==> src/hw/rtl/tcw_pkg.sv <==
`timescale 1ns / 1ps
// ----------------------------------------------------------------------------
// tcw_pkg
// Shared types and constants for the text console writer.
// ----------------------------------------------------------------------------
package tcw_pkg;

	localparam int LOC_W  = 11;
	localparam int DATA_W = 16;

	localparam logic [1:0] OP_PUT   = 2'd0;
	localparam logic [1:0] OP_CLEAR = 2'd1;
	localparam logic [1:0] OP_READ  = 2'd2;

	localparam logic [7:0] CH_BS  = 8'h08;
	localparam logic [7:0] CH_TAB = 8'h09;
	localparam logic [7:0] CH_LF  = 8'h0A;
	localparam logic [7:0] CH_CR  = 8'h0D;

	localparam int TAB_STEP = 8;

	localparam logic [DATA_W-1:0] BLANK_CELL = 16'h0F20;

	typedef struct packed {
		logic [1:0]  opcode;
		logic [7:0]  char_code;
		logic [3:0]  bg_color;
		logic [3:0]  fg_color;
		logic [10:0] cell_index;
	} tcw_in_t;

	typedef struct packed {
		logic [LOC_W-1:0]  cursor_location;
		logic [DATA_W-1:0] read_data;
		logic              scrolled;
	} tcw_out_t;

	typedef struct packed {
		logic write;
		logic scroll;
	} put_flags_t;

	typedef enum logic [2:0] {
		ST_INIT,
		ST_IDLE,
		ST_READ,
		ST_CLEAR,
		ST_COPY,
		ST_FILL,
		ST_DONE
	} tcw_state_t;

endpackage

==> src/hw/rtl/tcw_ctrl.sv <==
`timescale 1ns / 1ps
// ----------------------------------------------------------------------------
// tcw_ctrl
// Command sequencer: handshakes, screen RAM port control, scroll copy and
// blank fill sweeps, result register.
// ----------------------------------------------------------------------------
module tcw_ctrl import tcw_pkg::*; #(
	parameter int COLUMNS = 80,
	parameter int ROWS = 25,
	localparam int AW = $clog2(COLUMNS * ROWS)
) (
	input  logic              clk,
	input  logic              arst_n,
	input  logic              cmd_valid,
	output logic              cmd_stall,
	input  tcw_in_t           cmd,
	output logic              rsp_valid,
	input  logic              rsp_stall,
	output tcw_out_t          rsp,
	input  logic [LOC_W-1:0]  cur_loc,
	input  logic [LOC_W-1:0]  next_loc,
	input  logic [AW-1:0]     pos,
	input  put_flags_t        flags,
	output logic              put_en,
	output logic              home,
	output logic              ram_we,
	output logic [AW-1:0]     ram_waddr,
	output logic [DATA_W-1:0] ram_wdata,
	output logic [AW-1:0]     ram_raddr,
	input  logic [DATA_W-1:0] ram_rdata
);

	localparam int CELLS = COLUMNS * ROWS;
	localparam logic [AW-1:0] LAST_CELL = AW'(CELLS - 1);
	localparam logic [AW-1:0] COPY_LAST = AW'((ROWS - 1) * COLUMNS - 1);

	tcw_state_t     state_q;
	tcw_state_t     state_d;
	logic [AW-1:0]  addr_q;
	logic [AW-1:0]  rdaddr_q;
	tcw_out_t       res_q;
	tcw_out_t       res_d;
	tcw_out_t       out_q;
	tcw_out_t       out_d;
	logic           out_valid_q;
	logic           valid_s1;
	logic [AW-1:0]  waddr_s1;
	logic           out_free;
	logic           acc;
	logic           idx_ok;
	logic [31:0]    idx_full;
	logic [AW-1:0]  cell_addr;
	logic           addr_step;
	logic           addr_clr;
	logic           out_load;
	logic           res_load;

	assign out_free  = !out_valid_q || !rsp_stall;
	assign cmd_stall = (state_q != ST_IDLE) || !out_free;
	assign acc       = cmd_valid && !cmd_stall;
	assign idx_full  = 32'(cmd.cell_index);
	assign idx_ok    = idx_full < 32'(CELLS);
	assign cell_addr = idx_full[AW-1:0];
	assign rsp_valid = out_valid_q;
	assign rsp       = out_q;

	always_comb begin
		state_d = state_q;
		unique case (state_q)
			ST_INIT: begin
				if (addr_q == LAST_CELL) begin
					state_d = ST_IDLE;
				end
			end
			ST_IDLE: begin
				if (acc) begin
					priority if (cmd.opcode == OP_CLEAR) begin
						state_d = ST_CLEAR;
					end else if (cmd.opcode == OP_PUT && flags.scroll) begin
						state_d = ST_COPY;
					end else if (cmd.opcode == OP_READ && idx_ok) begin
						state_d = ST_READ;
					end
				end
			end
			ST_READ: begin
				if (out_free) begin
					state_d = ST_IDLE;
				end
			end
			ST_CLEAR: begin
				if (addr_q == LAST_CELL) begin
					state_d = ST_DONE;
				end
			end
			ST_COPY: begin
				if (addr_q == COPY_LAST) begin
					state_d = ST_FILL;
				end
			end
			ST_FILL: begin
				if (!valid_s1 && addr_q == LAST_CELL) begin
					state_d = ST_DONE;
				end
			end
			ST_DONE: begin
				if (out_free) begin
					state_d = ST_IDLE;
				end
			end
			default: begin
				state_d = ST_IDLE;
			end
		endcase
	end

	always_comb begin
		ram_we    = 1'b0;
		ram_waddr = addr_q;
		ram_wdata = BLANK_CELL;
		ram_raddr = rdaddr_q;
		put_en    = 1'b0;
		home      = 1'b0;
		addr_step = 1'b0;
		addr_clr  = 1'b0;
		out_load  = 1'b0;
		out_d     = res_q;
		res_load  = 1'b0;
		res_d     = '0;
		unique case (state_q)
			ST_INIT, ST_CLEAR: begin
				ram_we    = 1'b1;
				addr_step = 1'b1;
			end
			ST_COPY: begin
				ram_raddr = addr_q + AW'(COLUMNS);
				addr_step = 1'b1;
			end
			ST_FILL: begin
				if (!valid_s1) begin
					ram_we    = 1'b1;
					addr_step = 1'b1;
				end
			end
			ST_IDLE: begin
				ram_raddr = cell_addr;
				if (acc) begin
					addr_clr = 1'b1;
					unique case (cmd.opcode)
						OP_PUT: begin
							put_en = 1'b1;
							if (flags.write) begin
								ram_we    = 1'b1;
								ram_waddr = pos;
								ram_wdata = {cmd.bg_color, cmd.fg_color, cmd.char_code};
							end
							if (flags.scroll) begin
								res_load = 1'b1;
								res_d    = '{cursor_location: next_loc, read_data: '0,
									scrolled: 1'b1};
							end else begin
								out_load = 1'b1;
								out_d    = '{cursor_location: next_loc, read_data: '0,
									scrolled: 1'b0};
							end
						end
						OP_CLEAR: begin
							home     = 1'b1;
							res_load = 1'b1;
						end
						OP_READ: begin
							res_d = '{cursor_location: cur_loc, read_data: '0, scrolled: 1'b0};
							if (idx_ok) begin
								res_load = 1'b1;
							end else begin
								out_load = 1'b1;
								out_d    = res_d;
							end
						end
						default: begin
							out_load = 1'b1;
							out_d    = '{cursor_location: cur_loc, read_data: '0,
								scrolled: 1'b0};
						end
					endcase
				end
			end
			ST_READ: begin
				if (out_free) begin
					out_load = 1'b1;
					out_d    = '{cursor_location: res_q.cursor_location, read_data: ram_rdata,
						scrolled: 1'b0};
				end
			end
			ST_DONE: begin
				if (out_free) begin
					out_load = 1'b1;
				end
			end
			default: begin
				ram_we = 1'b0;
			end
		endcase
		// trailing write of the scroll copy
		if (valid_s1) begin
			ram_we    = 1'b1;
			ram_waddr = waddr_s1;
			ram_wdata = ram_rdata;
		end
	end

	always_ff @(posedge clk or negedge arst_n) begin
		if (!arst_n) begin
			state_q     <= ST_INIT;
			addr_q      <= '0;
			out_valid_q <= 1'b0;
			valid_s1    <= 1'b0;
		end else begin
			state_q  <= state_d;
			valid_s1 <= (state_q == ST_COPY);
			if (addr_clr) begin
				addr_q <= '0;
			end else if (addr_step) begin
				addr_q <= addr_q + AW'(1);
			end
			if (out_load) begin
				out_valid_q <= 1'b1;
			end else if (!rsp_stall) begin
				out_valid_q <= 1'b0;
			end
		end
	end

	always_ff @(posedge clk) begin
		waddr_s1 <= addr_q;
		if (state_q == ST_IDLE) begin
			rdaddr_q <= cell_addr;
		end
		if (res_load) begin
			res_q <= res_d;
		end
		if (out_load) begin
			out_q <= out_d;
		end
	end

endmodule

==> config.mk <==
export PLATFORM = sky130hd
export DESIGN_NAME = tcw_ctrl
export DESIGN_NICKNAME = d
export VERILOG_FILES = /design/src/hw/rtl/tcw_pkg.sv /design/src/hw/rtl/tcw_ctrl.sv
export SDC_FILE = /design/constraint.sdc
export NUM_CORES = 1
export LEC_CHECK = 0
export ABC_CLOCK_PERIOD_IN_PS = 2700
export BUFFER_PORTS_ARGS = -buffer_cell sky130_fd_sc_hd__buf_2
export CAP_MARGIN = 20
export CORE_UTILIZATION = 36
export CTS_BUF_LIST = sky130_fd_sc_hd__clkbuf_16
export DETAILED_ROUTE_END_ITERATION = 10
export GPL_ROUTABILITY_DRIVEN = 0
export HOLD_SLACK_MARGIN = 0.02
export PLACE_DENSITY_LB_ADDON = 0.3
export REMOVE_ABC_BUFFERS = 1
export SLEW_MARGIN = 20
export SYNTH_ARGS = -nofsm -noshare
export SYNTH_HDL_FRONTEND = slang
export SYNTH_SLANG_ARGS = --single-unit
==> constraint.sdc <==
create_clock -name clk -period 2.7 [get_ports clk]
set_input_delay 0.27 -clock clk [delete_from_list [all_inputs] [get_ports clk]]
set_output_delay 0.27 -clock clk [all_outputs]
set_load 0.005 [all_outputs]
**After elaboration in Yosys (flattened, before gate mapping)**

Cells that the tools add are included.

- Flip-flop bits (word level): 94
- Input port bits: 84

- Add/sub/neg operators: 2
- Magnitude comparators: 1
- Equality and inequality tests: 19
- Multiplexer cells: 59
- Reductions and logical operators: 19

Operators with widths:

| cell | count |
|---|---|
| 28-bit 2-to-1 mux | 4 |
| 28-bit case mux with 2 select lines | 2 |
| 28-bit case mux with 3 select lines | 1 |
| 16-bit 2-to-1 mux | 5 |
| 11-bit 2-to-1 mux | 7 |
| 3-bit 2-to-1 mux | 9 |
| 1-bit 2-to-1 mux | 23 |
| 11-bit == test (second input constant) | 2 |
| 11-bit case mux with 2 select lines | 1 |
| 3-bit case mux with 6 select lines | 1 |
| 17-bit 2-to-1 mux | 1 |
| 11-bit by 1-bit adder with 11-bit output (second input constant) | 1 |
| 11-bit by 7-bit adder with 11-bit output (second input constant) | 1 |
| 11-bit < comparator (second input constant) | 1 |
| 2-bit != test (second input constant) | 5 |
| 3-bit == test (second input constant) | 3 |
| 7-bit AND reduction | 1 |
| 3-bit by 2-bit == test with 1-bit output (second input constant) | 2 |
| 1-bit case mux with 2 select lines | 3 |
| 1-bit case mux with 3 select lines | 2 |
| 3-bit OR reduction | 2 |
| 1-bit logical NOT | 5 |
| 1-bit logical AND | 4 |
| 2-bit by 1-bit != test with 1-bit output (second input constant) | 2 |
| other kinds (11) | 12 |

**Longest topological paths before layout**

Gate-level depths: netlist of run 1.

- Depth in word-level cells: 9
- Mapped depth: 9
- Depth with buffers taken out: 7

**Least setup slack after synthesis of run 1**

OpenSTA, ideal clock, no wires.

- Path type: register -> register
- From: register state_q[1]
- To: register state_q[0]
- Arrival time: 2.410 ns
- Required time: 2.550 ns
- Setup slack: 0.140 ns
- Cell stages (with the launch flop): 8
- Path buffers: 2
- Path through: dfrtp_1 -> buf_6 -> nor3b_4 -> nand3_1 -> clkbuf_1 -> a211oi_1 -> nand2b_1 -> a41oi_1

- Cells in the longest elaborated chain, start to end: 6
- Elaborated cells on any way between the ends: 21
- Those cells by class: eq/ne (14); mux (1); reduce/logical (6)

Ends and longest elaborated chain:

| element | line | RTL |
|---|---|---|
| from (decl) | tcw_ctrl.sv:37 | `tcw_state_t state_q;` |
| from (signal assigned) | tcw_ctrl.sv:219 | `state_q <= state_d;` |
| 3-bit by 1-bit != test with 1-bit output | tcw_ctrl.sv:59 | `assign cmd_stall = (state_q != ST_IDLE) \|\| !out_free;` |
| 1-bit logical OR | tcw_ctrl.sv:59 |  |
| 1-bit logical NOT | tcw_ctrl.sv:60 | `assign acc = cmd_valid && !cmd_stall;` |
| 1-bit logical AND | tcw_ctrl.sv:60 |  |
| 2-bit != test (no source line) | - |  |
| 7-bit AND reduction (no source line) | - |  |

Several ways; a longest one is shown, not always the timed one.
A chain may end at the register's enable or synchronous reset.

**Final worst setup path of run 1**

- From: register state_q[0]
- To: output port ram_wdata[5]

- Cells in the longest elaborated chain, start to end: 7
- Elaborated cells on any way between the ends: 8
- Those cells by class: eq/ne (2); mux (3); reduce/logical (3)

Ends and longest elaborated chain:

| element | line | RTL |
|---|---|---|
| 3-bit by 1-bit != test with 1-bit output | tcw_ctrl.sv:59 |  |
| 1-bit logical OR | tcw_ctrl.sv:59 |  |
| 1-bit logical NOT | tcw_ctrl.sv:60 |  |
| 1-bit logical AND | tcw_ctrl.sv:60 |  |
| 16-bit 2-to-1 mux | tcw_ctrl.sv:147 | `if (acc) begin` |
| 16-bit 2-to-1 mux * | tcw_ctrl.sv:130 | `unique case (state_q)` |
| 16-bit 2-to-1 mux * | tcw_ctrl.sv:205 | `if (valid_s1) begin` |
| to (decl) | tcw_ctrl.sv:28 | `output logic [DATA_W-1:0] ram_wdata,` |

Every way passes the cells marked *; elsewhere a longest branch is shown, timed or not.

==> results.py, run 1 <==
metrics = {
    "layout": {
        "syn_to_final_growth_pct": 29.60,
        "layout.nets": 640,
        "fin_util_pct": 48.25,
        "fin_area_mm2": 0.005254,
        "seqCellArea_mm2": 0.002153,
        "final_cell_mix": "154 x buf_2, 58 x nand2_1, 51 x edfxtp_1",
        "layout.cells.most_common": "buf_2",
        "fillCellCount": 1022,
        "drive_gt1_share_pct": 33.51,
        "multi_input_area_mm2": 0.001705,
    },
    "clock_tree": {
        "cts_tree": "built",
        "clk_latency_ns": 0.33,
        "clk_path_buf_depth": 2,
        "clk_pin_slew_ns": 0.06,
        "cts.sinks": 78,
        "clockRootBuffer": "clkbuf_16",
        "cts_buffers": 9,
        "h-tree-depth": 3,
    },
    "worst_setup_path": {
        "critPathBufInv": 2,
        "slowest_stage": "dfrtp_1",
        "reg2reg_from": "state_q[0]$_DFFE_PN0P_",
        "ff2ff_setup_slack_ns": 0.57,
        "path_cells": "nor3b_4 -> and3_1 -> buf_4 -> nand3_1 -> nor3_1 -> a21oi_1 -> buf_2",
        "cp-end-kind": "output pin",
        "timing.rr.end": "rsp[5]$_DFFE_PP_",
        "cp.depth": 7,
        "worstSetupPathType": "flip-flop to output pin",
        "path_max_fanout": 14,
        "reg2reg_depth": 5,
        "startpoint": "state_q[0]$_DFFE_PN0P_",
        "crit_required_ns": 2.43,
        "slowest_delay_ns": 0.50,
        "startpoint_type": "flip-flop",
        "cp_top_family": "simple AND/OR/NAND/NOR gates",
        "arrival_ns": 2.20,
        "worstSetupEndpoint": "ram_wdata[5]",
    },
    "synth": {
        "synthArstFlopShare_pct": 20.51,
        "syn_inst": 407,
        "synth-edff-count": 51,
        "netlist_area_mm2": 0.004054,
        "synth_area_leader_cell": "edfxtp_1",
        "synth_top_area_share_pct": 37.78,
        "avgSynthCellArea_um2": 9.960,
        "synth.area.top_cells": "edfxtp_1 38%, dfrtp_1 9.9%, dfxtp_1 5.4%",
        "dominantRegCellSynth": "edfxtp_1",
        "ys_types": 47,
        "synth_warnings": 0,
        "ys_seq_area_share_pct": 53.09,
        "ys_seq_elements": 78,
    },
    "floorplan": {
        "io_pins": 155,
        "initial_utilization_pct": 37.23,
        "die-width_um": 108.1,
        "die_area_mm2": 0.01169,
        "core_mm2": 0.01089,
        "die_h_um": 108.1,
        "rows": 38,
    },
    "global_routing": {
        "met3_usage_pct": 3.677,
        "use_met2_pct": 30.12,
        "gr-total-overflow": 0,
        "antenna_found_initial": 1,
        "use_met1_pct": 24.14,
        "grt_pass1_vias": 3255,
        "grt_max_degree": 57,
        "track_usage_pct": 18.30,
        "grt_busiest_layer": "met2",
        "grt_pass1_wl_um": 16310,
    },
    "timing": {
        "rsz0062_at_grt": "no",
        "slew_violations": 0,
        "clock_skew_ns": 0.007043,
        "finalWorstSetupSlack_ns": 0.2345,
        "fin_crit_ns": 2.466,
        "tightest_slew_ns": 0.8264,
        "hold_viol": 0,
        "finalSetupViolations": 0,
        "fin_crit_sh_pct": 91.32,
        "max_freq_ghz": 0.4056,
        "slew_headroom_pct": 44.79,
    },
    "detailed_routing": {
        "firstDrtPassIters": 7,
        "num_vias": 3600,
        "ant_nets": 0,
        "drcViolationCount": 0,
        "vias_per_cell": 5.150,
        "wl_per_cell_um": 15.44,
        "drtIter0Drc": 183,
        "wl_um": 10790,
    },
    "power": {
        "vdd_drop_max_mv": 0.2348,
        "power-per-cell-area_mw_per_mm2": 484.3,
        "p_leak_nw": 2.279,
    },
    "flow_run": {
        "maxCapViolCount": 0,
    },
    "run_status": {
        "status": "finished clean",
    },
    "place": {
        "port-buffer-count": 154,
        "dpl-instance-area_mm2": 0.004950,
        "pre_cts_ws_ns": 0.5298,
        "hpwl_um": 8074,
    },
    "worst_hold_path": {
        "hold_class": "input port to flip-flop",
    },
}
through the flow:
step	hold WS, ns	TNS (ns)	total power, mW	cells
finish	0.1337	0	2.544	699
global route	0.1231	0	2.640	698
CTS	0.1202	0	2.572	698
detailed placement	0.2117	0	1.416	681
global placement	0.2031	0	1.415	681
floorplan	-0.02559	-40.81	1.318	374
kinds of logic (layout without fill, tap and decap cells):
logic type                 count (synthesis)  after routing  share of synthesized area (%)
and+or+nand+nor                          151            151                          17.56
AOI/OAI and AO/OA                        106            106                          17.35
DFF                                       78             78                          53.09
buffers and inverters                     43            194                          5.030
muxes                                     14             14                          3.457
xor gates and xnor gates                  12             12                          2.593
adders and majority gates                  3              3                         0.9260
other                                      0              1                              0
how the worst min path moves through the flow:
stage | start | to | slack, ns | cells after the start
floorplan | arst_n | addr_q[0]$_DFFE_PN0P_ | -0.03 | 0
global placement | arst_n | addr_q[1]$_DFFE_PN0P_ | 0.20 | 1
detailed placement | arst_n | addr_q[0]$_DFFE_PN0P_ | 0.21 | 1
CTS | cmd[3] | rdaddr_q[3]$_DFFE_PN_ | 0.12 | 1
global route | cmd[2] | rdaddr_q[2]$_DFFE_PN_ | 0.12 | 1
finish | cmd[3] | rdaddr_q[3]$_DFFE_PN_ | 0.13 | 1
sequential cells by signal, summed over array words and instances (netlist names):
| name | count |
|---|---|
| rsp | 28 |
| res_q | 12 |
| addr_q | 11 |
| rdaddr_q | 11 |
| waddr_s1 | 11 |
| state_q | 3 |
| rsp_valid | 1 |
| valid_s1 | 1 |
worst register-to-register path, delay by kind of cell, from the launching register on:
| family | cells | cell delay [ns] |
|---|---|---|
| flops | 1 | 0.50 |
| buf+inv | 1 | 0.22 |
| simple gates | 4 | 1.11 |
cell usage after synthesis, drive strengths merged (3+ instances only):
| cell type | instances |
|---|---|
| nand2 | 58 |
| edfxtp | 51 |
| o21ai | 37 |
| nor2 | 34 |
| clkbuf | 20 |
| a22oi | 19 |
| dfrtp | 16 |
| a21oi | 15 |
| mux2i | 14 |
| and2 | 13 |
| buf | 13 |
| nor3 | 13 |
| a32oi | 11 |
| dfxtp | 11 |
| xor2 | 11 |
| inv | 10 |
| o2bb2ai | 10 |
| nand3 | 6 |
| or3 | 6 |
| nand2b | 5 |
| and3 | 4 |
| ha | 3 |
| nand4 | 3 |
layout make-up:
class                           instances  share of cell area [%]
Clock buffer                            9                   4.287
Antenna cell                            1                 0.04763
Multi-Input combinational cell        286                   32.46
Clock inverter                          7                   1.143
Sequential cell                        78                   40.99
Inverter                               10                  0.7145
Timing Repair Buffer                  168                   17.03
Tap cell                              140                   3.334
timing repair:
| item | CTS | global route |
|---|---|---|
| resized for setup | 0 | 2 |
| hold buffers | 1 | 0 |
| setup buffers | 0 | 0 |
| hold endpoints to repair | 16 | 0 |
| setup endpoints to repair | 0 | 5 |
routing by layer:
layer,vias up,wire length (um),part of all wire (%)
met5,-,0,0
met4,0,122,1.1
met3,9,734,6.8
met2,150,4940,46
met1,1664,4997,46
li1,1777,-,-
report_power, final:
part / leakage (nW) / switching [mW] / internal [mW]
registers: 0.775 / 0.0000000000000000366 / 1.26
clock network: 0.153 / 0.448 / 0.703
logic: 1.35 / 0.0680 / 0.0626
Note: power is estimated with default switching activity, not from simulation.
==> run 2: changes to the inputs <==
--- a/config.mk
+++ b/config.mk
@@ -8,8 +8,8 @@
 export ABC_CLOCK_PERIOD_IN_PS = 2700
 export BUFFER_PORTS_ARGS = -buffer_cell sky130_fd_sc_hd__buf_2
 export CAP_MARGIN = 20
-export CORE_UTILIZATION = 36
-export CTS_BUF_LIST = sky130_fd_sc_hd__clkbuf_16
+export CORE_UTILIZATION = 46
+export CTS_BUF_LIST = sky130_fd_sc_hd__clkbuf_8
 export DETAILED_ROUTE_END_ITERATION = 10
 export GPL_ROUTABILITY_DRIVEN = 0
 export HOLD_SLACK_MARGIN = 0.02
==> results.py, run 2 (synthesis gave the netlist of run 1 again) <==
metrics = {
    "run_status": {
        "status": "finished clean",
    },
    "timing": {
        "hold_viol": 0,
        "fin_crit_ns": 2.465,
        "fin_crit_sh_pct": 91.28,
        "slew_headroom_pct": 49.19,
        "clock_skew_ns": 0.01279,
        "tightest_slew_ns": 0.7605,
        "rsz0062_at_grt": "no",
        "slew_violations": 0,
        "finalSetupViolations": 0,
        "max_freq_ghz": 0.4058,
    },
    "worst_setup_path": {
        "ff2ff_setup_slack_ns": 0.59,
        "slowest_stage": "dfrtp_1",
        "path_cells": "nor3b_4 -> and3_1 -> and3_1 -> buf_8 -> mux2i_1 -> o21ai_1 -> buf_2",
        "path_max_fanout": 23,
        "slowest_delay_ns": 0.50,
        "worstSetupPathType": "flip-flop to output pin",
        "reg2reg_depth": 5,
        "arrival_ns": 2.19,
        "timing.rr.end": "rsp[1]$_DFFE_PP_",
        "reg2reg_from": "state_q[1]$_DFFE_PN0P_",
        "cpMostUsedCell": "and3_1",
        "startpoint_type": "flip-flop",
        "crit_required_ns": 2.43,
        "cp-end-kind": "output pin",
    },
    "layout": {
        "fin_area_mm2": 0.005136,
        "final_cell_mix": "154 x buf_2, 58 x nand2_1, 51 x edfxtp_1",
        "fillCellCount": 742,
        "syn_to_final_growth_pct": 26.70,
        "largest_register_ff_count": 28,
        "seqCellArea_mm2": 0.002153,
        "drive_gt1_share_pct": 33.93,
        "diodes": 0,
        "layout.nets": 639,
        "layout.cells.most_common": "buf_2",
        "multi_input_area_mm2": 0.001705,
        "fin_util_pct": 61.28,
    },
    "global_routing": {
        "grt_pass1_vias": 3233,
        "grt_max_degree": 57,
        "antenna_found_initial": 1,
        "grt_pass1_wl_um": 15950,
        "track_usage_pct": 23.06,
        "gr-total-overflow": 0,
    },
    "floorplan": {
        "die-width_um": 95.88,
        "core_mm2": 0.008382,
        "initial_utilization_pct": 48.37,
        "io_pins": 155,
        "rows": 33,
        "die_h_um": 95.88,
        "die_area_mm2": 0.009192,
    },
    "worst_hold_path": {
        "holdPathStages": 1,
        "hold_class": "input port to flip-flop",
        "min_to": "rdaddr_q[2]$_DFFE_PN_",
        "hold_start": "cmd[2]",
    },
    "clock_tree": {
        "clk_path_buf_depth": 2,
        "clk_latency_ns": 0.35,
        "cts_tree": "built",
        "clockRootBuffer": "clkbuf_8",
        "cts_buffers": 9,
        "cts.sinks": 78,
        "h-tree-depth": 3,
        "clk_pin_slew_ns": 0.09,
    },
    "detailed_routing": {
        "drtIter0Drc": 161,
        "vias_per_cell": 5.498,
        "ant_nets": 0,
        "firstDrtPassIters": 4,
        "wl_per_cell_um": 15.50,
        "num_vias": 3640,
        "wl_um": 10260,
        "drcViolationCount": 0,
    },
    "place": {
        "dpl-instance-area_mm2": 0.004885,
        "hpwl_um": 7571,
        "port-buffer-count": 154,
    },
    "power": {
        "vdd_drop_max_mv": 0.2940,
        "power-per-cell-area_mw_per_mm2": 466.0,
        "p_total_mw": 2.393,
        "p_leak_nw": 2.237,
    },
    "flow_run": {
        "maxCapViolCount": 0,
    },
}
==> run 2: changes by cell type in the layout (fill, tap and decap cells not counted), sizes merged <==
| cell | previous run | this run |
|---|---|---|
| diode | 1 | 0 |
| inv | 13 | 12 |
| clkbuf | 9 | 10 |
| clkinv | 3 | 2 |
| bufinv | 1 | 2 |
| buf | 167 | 166 |
==> run 2: per-layer routing <==
layer  share of wire, %  vias up  track usage (%)
li1                   -     1766                -
met1                 44     1702            31.10
met2                 47      158            37.56
met3                8.0       12            4.818
met4                1.1        2            6.716
met5               0.17        -                0
==> run 2: how the worst max path moves through the flow <==
stage | end | cells after the start | start | slack, ns
after floorplan | rsp[0]$_DFFE_PP_ | 4 | state_q[2]$_DFFE_PN0P_ | -0.81
after global placement | ram_waddr[10] | 7 | state_q[0]$_DFFE_PN0P_ | 0.60
after detailed placement | ram_waddr[1] | 7 | state_q[0]$_DFFE_PN0P_ | 0.51
after CTS | ram_waddr[2] | 7 | state_q[0]$_DFFE_PN0P_ | 0.12
after global routing | ram_wdata[0] | 7 | state_q[1]$_DFFE_PN0P_ | 0.03
final | ram_waddr[1] | 7 | state_q[1]$_DFFE_PN0P_ | 0.24
==> run 2: power breakdown <==
part	switching (mW)	internal [mW]
combinational	0.0657	0.0616
clock	0.453	0.553
sequential	0.0000000000000000282	1.26
total	0.518	1.87
==> run 2: timing repair <==
item | in CTS | in global routing
endpoints found under the setup margin | 0 | 18
gates resized for setup | 0 | 4
hold buffers | 1 | 0
buffers inserted | 0 | 0
endpoints found under the hold margin | 16 | 0
==> run 2: layout make-up <==
type                            count  area share, %
Clock inverter                      6          1.803
Timing Repair Buffer              167          17.10
Sequential cell                    78          41.92
Clock buffer                       10          2.680
Multi-Input combinational cell    286          33.20
Inverter                           10         0.7308
Tap cell                          105          2.558
==> run 2: stage by stage <==
step	hold slack [ns]	worst slack, ns	std cells	setup TNS [ns]
floorplan	-0.02559	-0.8094	374	-40.81
global placement	0.2074	0.5972	645	0
detailed placement	0.2109	0.5080	645	0
CTS	0.09580	0.1175	662	0
global route	0.08991	0.03182	662	0
finish	0.1085	0.2354	662	0
==> run 2: critical path, delay by kind of cell, from the launching register on <==
kind | cells | cell delay, ns
compound gates | 1 | 0.07
buf+inv | 2 | 0.36
flops | 1 | 0.50
mux | 1 | 0.22
simple gates | 3 | 0.70
