**config.mk**
```make
export PLATFORM = sky130hd
export DESIGN_NAME = tcw_cursor
export DESIGN_NICKNAME = d
export VERILOG_FILES = /design/src/hw/rtl/tcw_pkg.sv /design/src/hw/rtl/tcw_cursor.sv
export SDC_FILE = /design/constraint.sdc
export NUM_CORES = 1
export LEC_CHECK = 0
export ABC_AREA = 1
export BUFFER_PORTS_ARGS = -buffer_cell sky130_fd_sc_hd__buf_2
export CORE_MARGIN = 2
export CORE_UTILIZATION = 60
export DETAILED_ROUTE_END_ITERATION = 16
export GPL_ROUTABILITY_DRIVEN = 0
export PLACE_DENSITY = 0.9
export SYNTH_ARGS = -nofsm -noshare
export SYNTH_HDL_FRONTEND = slang
export SYNTH_SLANG_ARGS = --single-unit
export TNS_END_PERCENT = 1
```
**constraint.sdc**
```tcl
create_clock -name clk -period 6.7 [get_ports clk]
set_input_delay 0.67 -clock clk [delete_from_list [all_inputs] [get_ports clk]]
set_output_delay 0.67 -clock clk [all_outputs]
set_load 0.02 [all_outputs]
```
**src/hw/rtl/tcw_pkg.sv**
```systemverilog
`timescale 1ns / 1ps
// ----------------------------------------------------------------------------
// tcw_pkg
// Shared types and constants for the text console writer.
// ----------------------------------------------------------------------------
package tcw_pkg;

	localparam int LOC_W  = 11;
	localparam int DATA_W = 16;

	localparam logic [1:0] OP_PUT   = 2'd0;
	localparam logic [1:0] OP_CLEAR = 2'd1;
	localparam logic [1:0] OP_READ  = 2'd2;

	localparam logic [7:0] CH_BS  = 8'h08;
	localparam logic [7:0] CH_TAB = 8'h09;
	localparam logic [7:0] CH_LF  = 8'h0A;
	localparam logic [7:0] CH_CR  = 8'h0D;

	localparam int TAB_STEP = 8;

	localparam logic [DATA_W-1:0] BLANK_CELL = 16'h0F20;

	typedef struct packed {
		logic [1:0]  opcode;
		logic [7:0]  char_code;
		logic [3:0]  bg_color;
		logic [3:0]  fg_color;
		logic [10:0] cell_index;
	} tcw_in_t;

	typedef struct packed {
		logic [LOC_W-1:0]  cursor_location;
		logic [DATA_W-1:0] read_data;
		logic              scrolled;
	} tcw_out_t;

	typedef struct packed {
		logic write;
		logic scroll;
	} put_flags_t;

	typedef enum logic [2:0] {
		ST_INIT,
		ST_IDLE,
		ST_READ,
		ST_CLEAR,
		ST_COPY,
		ST_FILL,
		ST_DONE
	} tcw_state_t;

endpackage

```
**src/hw/rtl/tcw_cursor.sv**
```systemverilog
`timescale 1ns / 1ps
// ----------------------------------------------------------------------------
// tcw_cursor
// Cursor registers and put-character decode: next cursor, write position,
// wrap and scroll detection.
// ----------------------------------------------------------------------------
module tcw_cursor import tcw_pkg::*; #(
	parameter int COLUMNS = 80,
	parameter int ROWS = 25,
	localparam int AW = $clog2(COLUMNS * ROWS)
) (
	input  logic             clk,
	input  logic             arst_n,
	input  logic [7:0]       char_code,
	input  logic             put_en,
	input  logic             home,
	output logic [LOC_W-1:0] cur_loc,
	output logic [LOC_W-1:0] next_loc,
	output logic [AW-1:0]    pos,
	output put_flags_t       flags
);

	localparam int CW  = $clog2(COLUMNS);
	localparam int CXW = CW + 1;
	localparam int RW  = $clog2(ROWS);
	localparam int RXW = RW + 1;

	logic [CW-1:0]  col_q;
	logic [RW-1:0]  row_q;
	logic [CXW-1:0] col_x;
	logic [RXW-1:0] row_x;
	logic [CW-1:0]  col_n;
	logic [RW-1:0]  row_n;
	logic [31:0]    cur_full;
	logic [31:0]    next_full;

	always_comb begin
		col_x = CXW'(col_q);
		row_x = RXW'(row_q);
		flags = '0;
		unique case (char_code)
			CH_BS: begin
				if (col_q != '0) begin
					col_x = col_x - CXW'(1);
				end
			end
			CH_TAB: begin
				col_x = (col_x + CXW'(TAB_STEP)) & ~CXW'(TAB_STEP - 1);
			end
			CH_CR: begin
				col_x = '0;
			end
			CH_LF: begin
				col_x = '0;
				row_x = row_x + RXW'(1);
			end
			default: begin
				if (!char_code[7] && (char_code[6:5] != 2'b00)) begin
					flags.write = 1'b1;
					col_x = col_x + CXW'(1);
				end
			end
		endcase
		if (col_x >= CXW'(COLUMNS)) begin
			col_x = '0;
			row_x = row_x + RXW'(1);
		end
		if (row_x >= RXW'(ROWS)) begin
			flags.scroll = 1'b1;
			row_x = RXW'(ROWS - 1);
		end
		col_n = col_x[CW-1:0];
		row_n = row_x[RW-1:0];
	end

	assign cur_full  = 32'(row_q) * 32'(COLUMNS) + 32'(col_q);
	assign next_full = 32'(row_n) * 32'(COLUMNS) + 32'(col_n);
	assign cur_loc   = cur_full[LOC_W-1:0];
	assign next_loc  = next_full[LOC_W-1:0];
	assign pos       = cur_full[AW-1:0];

	always_ff @(posedge clk or negedge arst_n) begin
		if (!arst_n) begin
			col_q <= '0;
			row_q <= '0;
		end else if (home) begin
			col_q <= '0;
			row_q <= '0;
		end else if (put_en) begin
			col_q <= col_n;
			row_q <= row_n;
		end
	end

endmodule

```
-- After elaboration in Yosys (flattened, before gate mapping)
Cells that the tools add are included.
- add/sub/neg operators: 7
- multiply operators: 2
- magnitude comparators: 2
- equal/unequal tests: 4
- multiplexer cells: 14
- reductions and logical operators: 7
- operator list (operator ; number):
    == test 8 x 4 -> 1 bit, second input constant ; 4
    one-hot mux 8 bit (3 select lines) ; 1
    adder 11 x 7 -> 11 bit ; 2
    two-way mux 7 bit ; 3
    two-way mux 8 bit ; 2
    two-way mux 5 bit ; 3
    multiplier 5 x 3 -> 7 bit, second input constant ; 2
    two-way mux 6 bit ; 2
    adder 7 x 1 -> 8 bit, second input constant ; 1
    adder 7 x 4 -> 8 bit, second input constant ; 1
    greater-or-equal comparator 8 x 7 -> 1 bit, second input constant ; 1
    subtractor 7 x 1 -> 8 bit, second input constant ; 1
    nonzero test 7 bit ; 1
    adder 5 x 1 -> 6 bit, second input constant ; 1
    adder 6 x 1 -> 6 bit, second input constant ; 1
    greater-or-equal comparator 6 x 5 -> 1 bit, second input constant ; 1
    nonzero test 2 bit ; 2
    OR reduction 4 bit ; 1
    two-way mux 1 bit ; 3
    OR reduction 2 bit ; 1
    logical AND 1 bit ; 1
    zero test 1 bit ; 1
- register bits after elaboration: 12
- logic and storage cells: 38

-- Logic depth before layout (Yosys ltp)
Gate-level depths: netlist of run 1.
- depth in word-level cells: 10
- mapped depth: 28

-- Worst setup path before layout of run 1
No wires, ideal clock.
- kind: input -> output
- start point: input char_code[5]
- end point: output next_loc[10]
- data arrival time: 4.042 ns
- required time: 6.030 ns
- setup slack: 1.988 ns
- cell stages on the path: 26
- cell sequence: nor2_4 > nand3_2 > nor3_4 > or2_1 > nand2_1 > inv_2 > ha_1 > inv_1 > nor2_1 > nand2_1 > nand2_1 > nand2_1 > nand2_2 > nand2_4 > nor2_4 > nand2_4 > nand2_4 > nor2_4 > ha_1 > ha_1 > fa_1 > xor2_1 > nand4_1 > xor2_1 > nand4_1 > nand2_1
- longest elaborated chain between the ends: 10
- ends and longest elaborated chain (element ; line ; RTL):
    start: declaration ; tcw_cursor.sv:14 ; input logic [7:0] char_code,
    parallel branches: the longest is 9 deep, another holds greater-or-equal comparator 8 x 7 -> 1 bit ; -- ;
    adder 11 x 7 -> 11 bit (*) ; tcw_cursor.sv:77 ; assign next_full = 32'(row_n) * 32'(COLUMNS) + 32'(col_n);
    end: declaration ; tcw_cursor.sv:18 ; output logic [LOC_W-1:0] next_loc,
Mark *: on every way between the ends.

-- Worst setup path after layout of run 1
Ends and elaborated chain as after synthesis.

==> results of run 1 <==
-- logic make-up (layout without fill, tap and decap cells) --
logic type / Yosys count / count (layout) / share of synthesized area
XOR/XNOR: 23 / 23 / 0.0839
AND/OR/NAND/NOR: 166 / 166 / 0.401
flip-flops: 12 / 12 / 0.125
AO/OA/AOI/OAI: 31 / 31 / 0.0833
buffers and inverters: 70 / 102 / 0.144
adder cells (fa/ha/maj): 29 / 29 / 0.164
-- where the power goes --
group | internal [mW] | switching (mW)
clock network | 0.0518 | 0.0262
registers | 0.0741 | 0.00396
logic | 0.0302 | 0.0593
-- synthesized netlist by cell type --
| cell type | number |
|---|---|
| sky130_fd_sc_hd__nand4_1 | 10 |
| sky130_fd_sc_hd__a22oi_1 | 1 |
| sky130_fd_sc_hd__buf_8 | 1 |
| sky130_fd_sc_hd__o21ai_1 | 1 |
| sky130_fd_sc_hd__nand2_1 | 68 |
| sky130_fd_sc_hd__buf_6 | 2 |
| sky130_fd_sc_hd__a21o_1 | 1 |
| sky130_fd_sc_hd__nor3b_1 | 1 |
| sky130_fd_sc_hd__ha_1 | 25 |
| sky130_fd_sc_hd__nor3_2 | 2 |
| sky130_fd_sc_hd__nand2_4 | 10 |
| sky130_fd_sc_hd__nand3_2 | 5 |
| sky130_fd_sc_hd__a32o_1 | 1 |
| sky130_fd_sc_hd__dfrtp_1 | 12 |
| sky130_fd_sc_hd__nor2_8 | 2 |
| sky130_fd_sc_hd__nor3_4 | 1 |
| sky130_fd_sc_hd__inv_2 | 10 |
| sky130_fd_sc_hd__o22ai_1 | 4 |
| sky130_fd_sc_hd__nand3_1 | 23 |
| sky130_fd_sc_hd__buf_4 | 15 |
| sky130_fd_sc_hd__xnor2_1 | 5 |
| sky130_fd_sc_hd__nor2_2 | 4 |
| sky130_fd_sc_hd__a21oi_1 | 8 |
| sky130_fd_sc_hd__o21ai_0 | 12 |
| sky130_fd_sc_hd__inv_1 | 42 |
| sky130_fd_sc_hd__a211oi_4 | 1 |
| sky130_fd_sc_hd__nor2_4 | 7 |
| sky130_fd_sc_hd__nand2_2 | 12 |
| sky130_fd_sc_hd__o21ai_2 | 1 |
| sky130_fd_sc_hd__xor2_1 | 18 |
| sky130_fd_sc_hd__nor3_1 | 1 |
| sky130_fd_sc_hd__fa_1 | 4 |
| sky130_fd_sc_hd__nor2_1 | 17 |
| sky130_fd_sc_hd__nand3_4 | 1 |
| sky130_fd_sc_hd__nand3b_2 | 1 |
| sky130_fd_sc_hd__or2_1 | 1 |
| sky130_fd_sc_hd__a21oi_4 | 1 |
-- worst paths after layout --
| path | start | to | slack, ns |
|---|---|---|---|
| worst max register to register | col_q[0]$_DFFE_PN0P_ | row_q[3]$_DFFE_PN0P_ | 4.14 |
| min in group clk | row_q[1]$_DFFE_PN0P_ | row_q[1]$_DFFE_PN0P_ | 0.65 |
| worst min-delay path | arst_n | col_q[2]$_DFFE_PN0P_ | 0.30 |
| max in group asynchronous | arst_n | row_q[0]$_DFFE_PN0P_ | 6.18 |
| worst max-delay path | char_code[5] | next_loc[10] | 1.55 |
| worst min register to register | row_q[1]$_DFFE_PN0P_ | row_q[1]$_DFFE_PN0P_ | 0.65 |
-- per-stage QoR --
step / util / hold slack [ns]
after global placement: 0.679 / 0.559
after global routing: 0.694 / 0.314
after CTS: 0.694 / 0.306
after floorplan: - / 0.374
after detailed placement: 0.679 / 0.563
final: 0.694 / 0.300
-- state kept, by name, indices dropped and copies added (netlist names) --
name / flops
row_q: 5
col_q: 7
-- critical path, stage by stage --
cell and delay (ns):
sky130_fd_sc_hd__buf_2 0.12, sky130_fd_sc_hd__nor2_4 0.14, sky130_fd_sc_hd__nand3_2 0.14, sky130_fd_sc_hd__nor3_4 0.30, sky130_fd_sc_hd__or2_1 0.15, sky130_fd_sc_hd__nand2_1 0.09
sky130_fd_sc_hd__inv_2 0.10, sky130_fd_sc_hd__ha_1 0.18, sky130_fd_sc_hd__inv_1 0.05, sky130_fd_sc_hd__nor2_1 0.13, sky130_fd_sc_hd__nand2_1 0.06, sky130_fd_sc_hd__nand2_1 0.05
sky130_fd_sc_hd__nand2_1 0.06, sky130_fd_sc_hd__nand2_2 0.07, sky130_fd_sc_hd__nand2_4 0.07, sky130_fd_sc_hd__nor2_4 0.10, sky130_fd_sc_hd__nand2_4 0.09, sky130_fd_sc_hd__nand2_4 0.09
sky130_fd_sc_hd__nor2_4 0.04, sky130_fd_sc_hd__ha_1 0.26, sky130_fd_sc_hd__ha_1 0.23, sky130_fd_sc_hd__fa_1 0.37, sky130_fd_sc_hd__xor2_1 0.22, sky130_fd_sc_hd__nand4_1 0.12
sky130_fd_sc_hd__xor2_1 0.21, sky130_fd_sc_hd__nand4_1 0.12, sky130_fd_sc_hd__nand2_1 0.08, sky130_fd_sc_hd__buf_2 0.15
-- routing by layer --
metal	wire length [µm]	up-vias
met5	0	-
met4	36	0
met3	272	6
met2	2570	75
met1	2340	1034
li1	-	1110
-- cells in the final DEF, fill, tap and decap left out, types with 2 or more instances in the layout --
cell                       netlist  final
sky130_fd_sc_hd__o21ai_0        12     12
sky130_fd_sc_hd__fa_1            4      4
sky130_fd_sc_hd__buf_2           0     46
sky130_fd_sc_hd__nand3_2         5      5
sky130_fd_sc_hd__ha_1           25     25
sky130_fd_sc_hd__nor2_8          2      2
sky130_fd_sc_hd__xor2_1         18     18
sky130_fd_sc_hd__xnor2_1         5      5
sky130_fd_sc_hd__nand4_1        10     10
sky130_fd_sc_hd__nor2_2          4      4
sky130_fd_sc_hd__inv_2          10     10
sky130_fd_sc_hd__o22ai_1         4      4
sky130_fd_sc_hd__a21oi_1         8      8
sky130_fd_sc_hd__nor2_1         17     17
sky130_fd_sc_hd__nand3_1        23     23
sky130_fd_sc_hd__dfrtp_1        12     12
sky130_fd_sc_hd__nand2_1        68     68
sky130_fd_sc_hd__clkbuf_8        0      4
sky130_fd_sc_hd__inv_1          42     42
sky130_fd_sc_hd__nor2_4          7      7
sky130_fd_sc_hd__nor3_2          2      2
sky130_fd_sc_hd__nand2_2        12     12
sky130_fd_sc_hd__nand2_4        10     10
-- final cells by class --
cell class                 instances  area, µm²  share of cell area
multi-input combinational        249       1760               0.676
timing repair buffer              46        230              0.0886
sequential                        12        300               0.116
clock buffer                       4       55.1              0.0212
inverter                          52        195              0.0751
tap                               48       60.1              0.0231
==> results.rst, run 1 <==
.. list-table::
   :header-rows: 1

   * - Metric
     - Value
   * - Standard-cell rows
     - 22
   * - Min Clock Period, post-route
     - 5.15 ns
   * - Global-route wire length before repair
     - between 8000 and 9000 µm
   * - Fraction of post-synthesis cell area in the top cell type by area
     - 0.130
   * - Layout Cell Area excl Fill
     - approximately 2600 µm²
   * - Critical Path Sink Type
     - output port
   * - Clock latency of the later-clocked register in the worst-skew pair
     - approximately 0.24 ns
   * - Horizontal die dimension
     - about 67 µm
   * - Max Buffers Root-to-Sink
     - 2
   * - Cts bufs inserted
     - 3
   * - Grt met1 use
     - 0.337
   * - Clock tree root driver cell
     - sky130_fd_sc_hd__clkbuf_8
   * - Number of distinct library cells after synthesis
     - 37
   * - Remaining Overflow, GRT
     - 0
   * - Die footprint
     - roughly 4500 µm²
   * - Count of unresolved DRC violations after routing
     - 0
   * - Total instance count after detailed placement
     - slightly above 400
   * - Tightest slew margin relative to the limit
     - 0.726
   * - Pin count of the biggest net entering global routing
     - 13
   * - Net count after synthesis
     - around 370
   * - Detailed-route vias per instance
     - about 5.4
   * - Area post-placement
     - around 2500 µm²
   * - Die Ht
     - between 60 and 70 µm
   * - Vias in the first global route
     - about 2000
   * - DP Wirelength
     - between 4000 and 5000 µm
   * - Count of pins on the block boundary
     - 47
   * - Highest ir drop seen on vdd
     - about 0.14 mV
   * - Resized Gates After CTS
     - 0
   * - Mean area per synthesized cell
     - 7.26 µm²
   * - Max Clk Rate
     - between 0.15 and 0.2 GHz
   * - Count of buffers added by post-CTS timing repair for setup
     - 0
   * - Synthesis-to-layout area growth
     - 8.12%
   * - Biggest area contributors in the synthesized netlist
     - sky130_fd_sc_hd__ha_1 (13%), sky130_fd_sc_hd__dfrtp_1 (13%), sky130_fd_sc_hd__nand2_1 (11%)
   * - Total power per unit cell area
     - around 95 nW/µm²
   * - Global-route usage over all layers
     - 0.251
   * - R2r worst-path depth
     - 18
   * - Layer carrying the most global-route usage
     - met2
   * - Antenna Nets Post-Route
     - 0
   * - Fill cell instance count of the final layout
     - roughly 320
   * - Final antenna diode count
     - 0
   * - Routing usage on met3
     - 0.0250
   * - Register area share after synthesis
     - 0.125
   * - Initial Utilization
     - 0.642
   * - Seq cells post-synth
     - 12
   * - Final #Nets
     - 405
   * - First drt pass iteration count
     - 4
   * - H-tree level count
     - 1
   * - Final critical-path share of the clock period
     - 0.769
   * - Post-DR wirelength/cell
     - ~13 µm
   * - Static leakage
     - around 1.6 nW
   * - Worst Setup Slack post-DPL
     - 1.54 ns
   * - Maximum capacitance violations
     - 0
   * - Number of DRC markers after the initial detailed-route iteration
     - about 100
   * - Arrival @ worst endpoint
     - ~4.5 ns
   * - Number of non-filler instances in the completed layout
     - 411
   * - Final hold viol count
     - 0
   * - Slew at the pin with the worst max-slew slack
     - approximately 0.41 ns
   * - Max-slew violation count
     - 0
   * - Synth warn
     - 0
   * - Critical path data required time
     - just over 6 ns
   * - Cell type with the largest total area after synthesis
     - sky130_fd_sc_hd__ha_1
   * - Setup repair after global routing missed its margin
     - no
   * - Worst clock skew
     - around 0.0058 ns
   * - Count of endpoints failing setup in the final report
     - 0
   * - Post-Synthesis Cells
     - ~330
   * - Total Power
     - roughly 0.25 mW
   * - Placeable Area
     - roughly 3700 µm²
   * - Routed wire length
     - 5220 µm
   * - Run status
     - finished clean
   * - Routed via count
     - approximately 2200
   * - Biggest fanout along the worst timing path
     - 8
   * - Fraction of final layout cells with drive strength greater than 1
     - 0.298
   * - Clock-pin slew of the registers on the worst-case setup and hold paths
     - 0.06 ns
   * - Final worst slack
     - around 1.6 ns
   * - Startpoint Class
     - input pin
   * - Critical setup path kind
     - input pin to output port
   * - CTS Hold Bufs
     - 0
   * - Initial antenna violation count
     - 0
   * - CTS tree
     - yes
   * - Post-synthesis cell area
     - around 2400 µm²
   * - Met2 track demand over resource in global routing
     - 0.437
   * - IO buf count
     - 46
   * - Min-Delay Path Class
     - input pin to asynchronous set/reset pin
   * - Clock tree sinks
     - 12
   * - Fin Setup TNS
     - 0 ns
No activity file was read; power rests on OpenSTA's default activity.
==> inputs of run 2 (changes only) <==
- ABC_AREA: 1 -> 0
- CORE_UTILIZATION: 60 -> 58
- PLACE_DENSITY: 0.9 -> 0.87
- clock period: 6.7 -> 5.2 ns (I/O delays scaled with it)
==> results.rst, run 2 <==
.. list-table::
   :header-rows: 1

   * - Metric
     - Value
   * - Final #Nets
     - 409 (+0.99%)
   * - Layout Cell Area excl Fill
     - 3080 µm² (+19%)
   * - Die footprint
     - 5010 µm² (+11%)
   * - H-tree level count
     - 1 (unchanged)
   * - Initial antenna violation count
     - 0 (unchanged)
   * - Antenna Nets Post-Route
     - 0 (unchanged)
   * - Count of unresolved DRC violations after routing
     - 0 (unchanged)
   * - Cts bufs inserted
     - 3 (unchanged)
   * - Count of endpoints failing setup in the final report
     - 0 (unchanged)
   * - R2r worst-path depth
     - 11 (-7)
   * - Die Ht
     - 70.8 µm (+5.2%)
   * - Post-synth top flop
     - sky130_fd_sc_hd__dfrtp_1
   * - Most repeated cell in the gate-level netlist after synthesis
     - sky130_fd_sc_hd__nor2_1
   * - R2r endpoint
     - row_q[2]$_DFFE_PN0P_
   * - Placeable Area
     - 4320 µm² (+16%)
   * - Critical setup path kind
     - register to output port
   * - Async S/R FF share, synth
     - 1.00 (unchanged)
   * - Mean area per synthesized cell
     - 8.27 µm² (+14%)
   * - Initial Utilization
     - 0.598 (-0.0433)
   * - Area of combinational cells with multiple inputs
     - 2110 µm² (+20%)
   * - Worst clock skew
     - 0.00136 ns (-0.00449 ns)
   * - Global-route usage over all layers
     - 0.258 (+0.00641)
   * - Synthesis-to-layout area growth
     - 19.0%
   * - Horizontal die dimension
     - 70.8 µm (+5.2%)
   * - Routed wire length
     - 6600 µm (+27%)
   * - Remaining Overflow, GRT
     - 0 (unchanged)
   * - Detailed-route vias per instance
     - 6.10 (+13%)
   * - Vias in the first global route
     - 2422 (+20%)
   * - Final hold viol count
     - 0 (unchanged)
   * - Net count after synthesis
     - 354 (-4.8%)
   * - DP Wirelength
     - 5240 µm (+20%)
   * - Largest registers in the final layout
     - col_q: 7 flops, row_q: 5 flops
   * - Static leakage
     - 1.42 nW (-11%)
   * - Fraction of final layout cells with drive strength greater than 1
     - 0.373 (+0.0758)
   * - Highest ir drop seen on vdd
     - 0.0612 mV (-56%)
   * - Max-slew violation count
     - 0 (unchanged)
   * - Cell type with the largest total area after synthesis
     - sky130_fd_sc_hd__ha_1
   * - Flop-to-flop setup slack
     - 2.33 ns (-1.81 ns)
   * - Register area share after synthesis
     - 0.116 (-0.00895)
   * - Max Clk Rate
     - about 0.20 GHz
   * - First drt pass iteration count
     - 7 (+3)
   * - Worst Setup Slack post-DPL
     - -0.116 ns (-1.66 ns)
   * - Worst Hold Slack
     - 0.153 ns (-0.148 ns)
   * - Critical path data required time
     - 4.68 ns (-1.35 ns)
   * - Register with the most flip-flops
     - col_q
   * - Routed via count
     - 2557 (+15%)
   * - Count of flip-flops with a built-in enable after synthesis
     - 0 (unchanged)
   * - Final worst slack
     - 0.128 ns (-1.42 ns)
   * - Total instance count after detailed placement
     - 414 (+1.7%)
   * - Max Buffers Root-to-Sink
     - 2 (unchanged)
   * - Arrival @ worst endpoint
     - 4.55 ns (+0.07 ns)
   * - Area post-placement
     - 2870 µm² (+13%)
   * - Biggest area contributors in the synthesized netlist
     - sky130_fd_sc_hd__ha_1 (12%), sky130_fd_sc_hd__dfrtp_1 (12%), sky130_fd_sc_hd__xnor2_1 (6.8%)
   * - Post-DR wirelength/cell
     - 15.8 µm (+24%)
   * - Seq cells post-synth
     - 12 (unchanged)
   * - Most frequent cells in the layout
     - sky130_fd_sc_hd__buf_2 (45), sky130_fd_sc_hd__buf_4 (33), sky130_fd_sc_hd__nor2_1 (26), sky130_fd_sc_hd__ha_1 (21), sky130_fd_sc_hd__inv_1 (18)
   * - Pin count of the biggest net entering global routing
     - 17 (+4)
   * - Biggest fanout along the worst timing path
     - 6 (-2)
   * - Final critical-path share of the clock period
     - 0.975
   * - Count of pins on the block boundary
     - 47 (unchanged)
   * - Critical Path Sink Type
     - output port
   * - Tightest slew margin relative to the limit
     - 0.611 (-0.115)
   * - Fraction of post-synthesis cell area in the top cell type by area
     - 0.121 (-0.00932)
   * - Total power per unit cell area
     - 109 nW/µm² (+15%)
   * - Global-route wire length before repair
     - 10800 µm (+22%)
   * - Top cell types by occurrence after synthesis
     - sky130_fd_sc_hd__nor2_1 (27), sky130_fd_sc_hd__ha_1 (25), sky130_fd_sc_hd__xnor2_1 (20)
   * - Standard-cell rows
     - 24 (+9.1%)
   * - Maximum capacitance violations
     - 0 (unchanged)
   * - Min-Delay Path Class
     - input pin to asynchronous set/reset pin
   * - Final antenna diode count
     - 0 (unchanged)
   * - Critical register-to-register path startpoint
     - col_q[1]$_DFFE_PN0P_
   * - Clock latency of the later-clocked register in the worst-skew pair
     - 0.23 ns (about the same)
   * - Fin Setup TNS
     - 0 ns (unchanged)
   * - CTS Hold Bufs
     - 0 (unchanged)
   * - Number of distinct library cells after synthesis
     - 78 (+110%)
   * - Clock-pin slew of the registers on the worst-case setup and hold paths
     - 0.05 ns (about the same)
   * - CTS tree
     - yes
   * - Post-Synthesis Cells
     - 313 (-5.4%)
   * - Number of DRC markers after the initial detailed-route iteration
     - 230 (+130%)
   * - Run status
     - finished clean
   * - IO buf count
     - 46 (unchanged)
   * - Synth warn
     - 0 (unchanged)
   * - Clock tree root driver cell
     - sky130_fd_sc_hd__clkbuf_8
   * - Clock tree sinks
     - 12 (unchanged)
   * - Startpoint Class
     - register
   * - Leading cell type in the layout, fill and taps excluded
     - sky130_fd_sc_hd__buf_2
   * - Max FFs per register
     - 7 (unchanged)
   * - Number of non-filler instances in the completed layout
     - 419 (+1.9%)
   * - Min Clock Period, post-route
     - 5.07 ns
   * - Slew at the pin with the worst max-slew slack
     - 0.577 ns (+0.167 ns)
   * - Post-synthesis cell area
     - 2590 µm² (+7.7%)
   * - Sequential Area
     - 300 µm² (unchanged)
   * - Fill cell instance count of the final layout
     - 343 (+5.9%)
-- run 2: cell types whose count changed after synthesis, sizes merged, moves of 8 or more --
| cell | change |
|---|---|
| xnor2 | +16 |
| xor2 | -13 |
| nand3 | -18 |
| and3 | +8 |
| nand2 | -73 |
| clkbuf | +8 |
| inv | -33 |
| a21oi | +8 |
-- run 2: kinds of logic (layout without fill, tap and decap cells) --
kind of cell             count (synthesis)  after routing  synth area share
AND/OR/NAND/NOR                        118            118             0.273
adder cells (fa/ha/maj)                 29             29             0.152
flip-flops                              12             12             0.116
multiplexers                             4              4            0.0193
AO/OA/AOI/OAI                           76             76             0.222
buffers and inverters                   48            102             0.127
XOR/XNOR                                26             26            0.0909
-- run 2: layout make-up --
class                           count  share of cell area
Timing Repair Buffer               78               0.154
Tap cell                           52              0.0211
Sequential cell                    12              0.0975
Clock buffer                        4              0.0179
Inverter                           20              0.0244
Multi-Input combinational cell    253               0.685
-- run 2: per-layer routing --
| metal | global-route usage | up-vias | routed length [µm] |
|---|---|---|---|
| li1 | - | 1227 | - |
| met1 | 0.343 | 1189 | 2720 |
| met2 | 0.455 | 125 | 3270 |
| met3 | 0.0128 | 16 | 486 |
| met4 | 0.0713 | 0 | 125 |
| met5 | 0 | - | 0 |
-- run 2: critical path: stages (launching register included) --
cell and delay, ns:
sky130_fd_sc_hd__dfrtp_1 0.38, sky130_fd_sc_hd__inv_1 0.09, sky130_fd_sc_hd__ha_2 0.17, sky130_fd_sc_hd__or4b_4 0.51, sky130_fd_sc_hd__nor3_4 0.18, sky130_fd_sc_hd__a2111oi_2 0.09
sky130_fd_sc_hd__a2bb2oi_2 0.19, sky130_fd_sc_hd__or3_4 0.46, sky130_fd_sc_hd__nand2_8 0.12, sky130_fd_sc_hd__o211ai_4 0.12, sky130_fd_sc_hd__nor2_2 0.22, sky130_fd_sc_hd__ha_4 0.23
sky130_fd_sc_hd__ha_4 0.16, sky130_fd_sc_hd__fa_2 0.57, sky130_fd_sc_hd__or3b_4 0.38, sky130_fd_sc_hd__xor2_2 0.16, sky130_fd_sc_hd__xnor2_2 0.13, sky130_fd_sc_hd__buf_4 0.15
-- run 2: timing repair --
action                                  CTS  global route
endpoints found under the setup margin    1             1
resized for setup                         8            20
setup buffers                             1             0
pin swaps                                 3             8
-- run 2: power by group --
part	internal (mW)	switching, mW	total (mW)	leakage [nW]
clock network	0.0667	0.0322	0.0989	0.0288
registers	0.0960	0.00471	0.101	0.165
logic	0.0566	0.0798	0.136	1.23
-- run 2: worst max-delay path by stage --
stage	start	endpoint	slack, ns	cells after the start
after floorplan	char_code[0]	next_loc[10]	0.04	21
after global placement	char_code[5]	next_loc[10]	0.08	17
after detailed placement	char_code[7]	next_loc[10]	-0.12	21
after CTS	col_q[1]$_DFFE_PN0P_	next_loc[10]	0.04	18
after global routing	char_code[7]	next_loc[10]	-0.05	21
final	col_q[1]$_DFFE_PN0P_	next_loc[10]	0.13	17
-- run 2: through the flow --
step                total power [mW]   util
finish                         0.336  0.712
global placement               0.224  0.664
floorplan                      0.196      -
CTS                            0.330  0.688
detailed placement             0.227  0.664
global route                   0.354  0.712
